## src/design/gbt_pkg.sv

```systemverilog
// Shared types and constants for the graph traversal block.
`default_nettype none
package gbt_pkg;
  localparam logic [2:0] OP_CLEAR = 3'd0;
  localparam logic [2:0] OP_LABEL = 3'd1;
  localparam logic [2:0] OP_EDGE  = 3'd2;
  localparam logic [2:0] OP_BFS   = 3'd3;
  localparam logic [2:0] OP_DFS   = 3'd4;

  localparam logic [1:0] ST_OK    = 2'd0;
  localparam logic [1:0] ST_INDEX = 2'd1;
  localparam logic [1:0] ST_FULL  = 2'd2;

  typedef struct packed {
    logic [2:0] operation;
    logic [5:0] vertex_a;
    logic [5:0] vertex_b;
    logic [7:0] label_value;
  } in_item_t;

  typedef struct packed {
    logic [5:0] visited_vertex;
    logic [7:0] visited_label;
    logic       last;
    logic [1:0] status;
  } out_item_t;
endpackage
`default_nettype wire

```

## src/design/gbt_out_if.sv

```systemverilog
// Valid/ready channel carrying one result item.
`default_nettype none
interface gbt_out_if;
  import gbt_pkg::*;
  logic      valid;
  logic      ready;
  out_item_t payload;
  modport source (output valid, output payload, input ready);
  modport sink (input valid, input payload, output ready);
endinterface
`default_nettype wire

```

## src/design/gbt_out_reg.sv

```systemverilog
// Two-entry output buffer decoupling the engine from the result receiver.
`default_nettype none
module gbt_out_reg (
  input  wire logic              clk,
  input  wire logic              rst_n,
  input  wire logic              push,
  input  wire gbt_pkg::out_item_t push_data,
  output logic                   full,
  output logic                   empty,
  gbt_out_if.source              out_ch
);
  import gbt_pkg::*;
  out_item_t buf_r [2];
  logic [1:0] cnt_r;
  logic       rd_r, wr_r;
  logic       pop;

  assign pop = out_ch.valid & out_ch.ready;
  assign out_ch.valid = (cnt_r != 2'd0);
  assign out_ch.payload = buf_r[rd_r];
  assign full = (cnt_r == 2'd2);
  assign empty = (cnt_r == 2'd0);

  always_ff @(posedge clk) begin
    if (push) buf_r[wr_r] <= push_data;
    if (!rst_n) begin
      cnt_r <= 2'd0;
      rd_r <= 1'b0;
      wr_r <= 1'b0;
    end else begin
      if (push) wr_r <= ~wr_r;
      if (pop) rd_r <= ~rd_r;
      cnt_r <= cnt_r + {1'b0, push} - {1'b0, pop};
    end
  end
endmodule
`default_nettype wire

```

## src/flat_wrapper.sv

```systemverilog
// flat-port wrapper written by rule: the top's interface ports become plain ports
module gbt_out_reg_flat import gbt_pkg::*;
  (clk, rst_n, push, push_data, full, empty, out_ch_valid, out_ch_payload, out_ch_ready);
  gbt_out_if out_ch_i ();
  input  wire logic clk;
  input  wire logic rst_n;
  input  wire logic push;
  input  wire gbt_pkg::out_item_t push_data;
  output logic full;
  output logic empty;
  output wire logic [$bits(out_ch_i.valid)-1:0] out_ch_valid;
  output wire logic [$bits(out_ch_i.payload)-1:0] out_ch_payload;
  input wire logic [$bits(out_ch_i.ready)-1:0] out_ch_ready;
  assign out_ch_valid = out_ch_i.valid;
  assign out_ch_payload = out_ch_i.payload;
  assign out_ch_i.ready = out_ch_ready;
  gbt_out_reg u_core (.clk(clk), .rst_n(rst_n), .push(push), .push_data(push_data), .full(full), .empty(empty), .out_ch(out_ch_i));
endmodule
```

## config.mk

```make
export PLATFORM = sky130hd
export DESIGN_NAME = gbt_out_reg_flat
export DESIGN_NICKNAME = d
export VERILOG_FILES = /design/src/design/gbt_pkg.sv /design/src/design/gbt_out_if.sv /design/src/design/gbt_out_reg.sv /design/src/flat_wrapper.sv
export SDC_FILE = /design/constraint.sdc
export NUM_CORES = 1
export LEC_CHECK = 0
export ABC_CLOCK_PERIOD_IN_PS = 2000
export BUFFER_PORTS_ARGS = -buffer_cell sky130_fd_sc_hd__buf_4
export CAP_MARGIN = 20
export CORE_ASPECT_RATIO = 1.2
export CORE_MARGIN = 2
export CORE_UTILIZATION = 51
export DETAILED_ROUTE_END_ITERATION = 7
export PLACE_DENSITY_LB_ADDON = 0.12
export SLEW_MARGIN = 20
export SYNTH_ARGS = -nofsm -noshare
export SYNTH_HDL_FRONTEND = slang
export SYNTH_SLANG_ARGS = --single-unit
```

## constraint.sdc

```tcl
create_clock -name clk -period 2 [get_ports clk]
set_input_delay 0.2 -clock clk [delete_from_list [all_inputs] [get_ports clk]]
set_output_delay 0.2 -clock clk [all_outputs]
set_load 0.05 [all_outputs]
```

==> metrics list <==
- The flow ran to the end, and the final reports show no timing, DRC or antenna violations.
* Worst Skew: approximately 0.0091 ns
- Counting stages on the worst path, the most repeated cell is sky130_fd_sc_hd__buf_4.
- The detailed router placed 781 vias in this run.
- The worst register-to-register path begins at u_core.cnt_r[1].
- Cell-by-cell listing of the critical path: buf_4, mux2_4, buf_4
* Sum Neg Setup Slack: 0 ns
- Relative slew slack: 0.697
- In the final design database the tool counted 149 nets.
- Antenna violations before repair: 0
- The later pin in the worst-skew pair is clocked with a latency of 0.33 ns.
- Counting every sink on the clock net gives 39.
- Data arrives at the worst endpoint at roughly 1.4 ns.
- Buffer type at the clock tree root: sky130_fd_sc_hd__clkbuf_4
- First-pass GRT wire length: 3730 um
- Dividing the detail-routed wire length by the instance count gives 13.8 um.
- Max-capacitance violation count: 0
* Number of routed nets with antenna violations: 0
- Clock-pin slew reported for the worst setup and hold paths after clock tree synthesis: about 0.1 ns
- Area added between synthesis and finish: 25.8%
- RSZ-0062 raised after global routing: no
- Area of the die: about 3500 sq um
- Capture point of the worst path: out_ch_payload[6]
- Core occupancy in the finished layout: 0.678
- Per-instance average area after synthesis: 19.9 sq um
- Post-route DRC violation count: 0
* Max Clock Freq: around 620 MHz
* Number of ports placed on the die boundary: slightly above 40
- The worst register-to-register path ends at u_core.cnt_r[1].
- Critical Path Source Type: flop
- By area the synthesized netlist is led by sky130_fd_sc_hd__edfxtp_1, sky130_fd_sc_hd__mux2_4, sky130_fd_sc_hd__dfxtp_1.
- Starting utilization of the core area: 0.539
- Final Critical Period: ~1.6 ns
- The path class of the tightest hold or removal check is in2reg.
- Number of global-route vias before repair: between 800 and 900
- Pwr Density: between 1000 and 1500 nW/um^2
* Slew @ Worst Pin: between 0.4 and 0.5 ns
- For this run, the slowest stage of the critical path takes roughly 0.34 ns.
* Met3 usage in global routing: 0.0678
- Fraction of the cycle the final worst path needs: 0.806
* Die X-Extent: about 54 um
- Worst vdd rail ir drop: a little under 0.001 V
- Area leader, netlist: sky130_fd_sc_hd__edfxtp_1
- The congestion estimate from routability-driven global placement came to around 0.64.
- Pleak: 0.778 nW
- Once the clock tree was built, the setup fixing pass inserted 0 buffers.
* Detailed-route vias per instance: just under 5
- Number of non-filler instances in the completed layout: roughly 160
- The H-tree generated during clock tree synthesis spans 2 levels.
- Input and output buffers added on the ports amount to 40.
* Classification of the worst setup path: reg2out
- Setup violations remaining at the end of the flow were counted as 0.
- Slew Limit Fails: 0
- The synthesized design contains 39 register bits.
- The Yosys step of the flow raised 0 warnings.
* Final routed wirelength across all metal layers: approximately 2200 um
- After detailed placement, the design holds a cell count of ~150.
- Number of clock buffers inserted by TritonCTS: 5
* Met2 GRT Util: 0.274
* Gr busiest metal: met2
- For this run, the detailed router's first-pass iteration total came to 4.
- Highest-delay cell along the critical path: sky130_fd_sc_hd__dfxtp_1
- Maximum clock path buffer count: 2
- Sum of overflow across all layers after global routing: 0
- The synthesized netlist occupies a cell area of 1530 sq um.
- TritonCTS built the clock tree.
- The final number of hold-violating endpoints came to 0.
- Fraction of met1 tracks used by global routing: 0.161
* Worst setup slack for register-to-register paths: about 0.54 ns
- Distinct cell type count of the synthesized netlist: 16
* Die height: ~64 um
* Yosys top cell area share: 0.668
- First-iteration detailed-routing DRC count: 8
* Diodes inserted: 0
- Worst r2r path cells: 6
* Portion of the post-synthesis area used by sequential elements: 0.733
* Worst hold path cell count: 1
- CTS-repair resized insts: 0
- Counting every net in the synthesized netlist gives 100.
- Along the worst path, the maximum fanout reaches 10.
* Placement Cell Area: 1870 sq um
- For the worst setup path, the data required time is between 1.5 and 2 ns.
- Post-Syn Instances: 77
- Crit end category: output pin
* Half-perimeter wire length of the detailed placement result: around 1700 um
* Placeable core region: 2840 sq um
- The floorplan has 21 rows.
* Hold-fix buffers, CTS: 0
- Total routing usage reported by global routing: 0.160
- Final Instance Area: roughly 1900 sq um
- Of the cells placed in the final design, the portion with a size suffix greater than 1 is 0.543.
- Largest net degree at the start of global routing: 12
synth_stat cells, drive strengths merged:
cell / n
buf: 2
edfxtp: 34
ha: 2
dfxtp: 5
inv: 3
nand2: 1
mux2: 17
mux2i: 2
o21a: 2
and2: 2
xnor3: 1
nor2b: 4
or2: 1
nand2b: 1
area by class of cell:
cell class,instances,area (sq um)
Sequential cell,39,1120
Inverter,3,11.3
Tap cell,34,42.5
Clock inverter,1,5.00
Fill cell,194,915
Multi-Input combinational cell,33,368
Clock buffer,7,45.0
Timing Repair Buffer,44,330
cells in the final DEF (no fill, tap or decap):
cell type / n
sky130_fd_sc_hd__mux2i_1: 2
sky130_fd_sc_hd__clkinv_2: 1
sky130_fd_sc_hd__nor2b_2: 1
sky130_fd_sc_hd__ha_1: 2
sky130_fd_sc_hd__edfxtp_1: 34
sky130_fd_sc_hd__nor2b_1: 3
sky130_fd_sc_hd__clkbuf_4: 5
sky130_fd_sc_hd__or2_2: 1
sky130_fd_sc_hd__o21a_1: 2
sky130_fd_sc_hd__mux2_2: 7
sky130_fd_sc_hd__and2_1: 2
sky130_fd_sc_hd__clkbuf_1: 2
sky130_fd_sc_hd__dfxtp_1: 5
sky130_fd_sc_hd__buf_4: 44
sky130_fd_sc_hd__mux2_4: 10
sky130_fd_sc_hd__xnor3_1: 1
sky130_fd_sc_hd__nand2_1: 1
sky130_fd_sc_hd__nand2b_1: 1
sky130_fd_sc_hd__inv_1: 3
how the worst min path moves through the flow:
stage	from	end
2_1_floorplan	push_data[0]	u_core.buf_r[0][0]
3_3_place_gp	push_data[14]	u_core.buf_r[0][14]
3_5_place_dp	push_data[7]	u_core.buf_r[0][7]
4_1_cts	push_data[7]	u_core.buf_r[0][7]
5_1_grt	push_data[5]	u_core.buf_r[0][5]
6_report	push_data[7]	u_core.buf_r[0][7]
per-layer routing:
layer	routed length, um	up-vias
met5	0	-
met4	46	0
met3	167	6
met2	1220	26
met1	787	364
li1	-	385
registers in the layout, summed over array words and instances, names as in the netlist, named ones only:
| signal | count |
|---|---|
| u_core.buf_r | 34 |
| u_core.cnt_r | 2 |
| u_core.rd_r | 1 |
| u_core.wr_r | 1 |
worst max-delay path, delay by kind of cell, from the launching register on:
kind	cells	cell delay [ns]
buffers and inverters	2	0.41
flip-flops	1	0.34
multiplexers	1	0.33
cells by family after synthesis:
| kind of cell | after synthesis | synth area share |
|---|---|---|
| multiplexers | 19 | 0.163 |
| AO/OA/AOI/OAI | 2 | 0.00982 |
| AND/OR/NAND/NOR | 9 | 0.0352 |
| buffers and inverters | 5 | 0.0278 |
| adder cells (fa/ha/maj) | 2 | 0.0164 |
| XOR/XNOR | 1 | 0.0147 |
| flip-flops | 39 | 0.733 |
power breakdown:
part	internal, mW	switching, mW	total (mW)
clock	0.137	0.224	0.361
sequential	0.958	0.0345	0.992
combinational	0.390	0.592	0.982
total	1.48	0.851	2.34
stage by stage:
| step | hold WS (ns) | worst slack, ns | total power, mW |
|---|---|---|---|
| after floorplan | 0.299 | 0.484 | 1.77 |
| after global placement | 0.385 | 0.621 | 1.98 |
| after detailed placement | 0.388 | 0.545 | 2.00 |
| after CTS | 0.0289 | 0.354 | 2.36 |
| after global routing | 0.0179 | 0.320 | 2.46 |
| final | 0.0435 | 0.388 | 2.34 |
(Power assumes the default switching activity.)
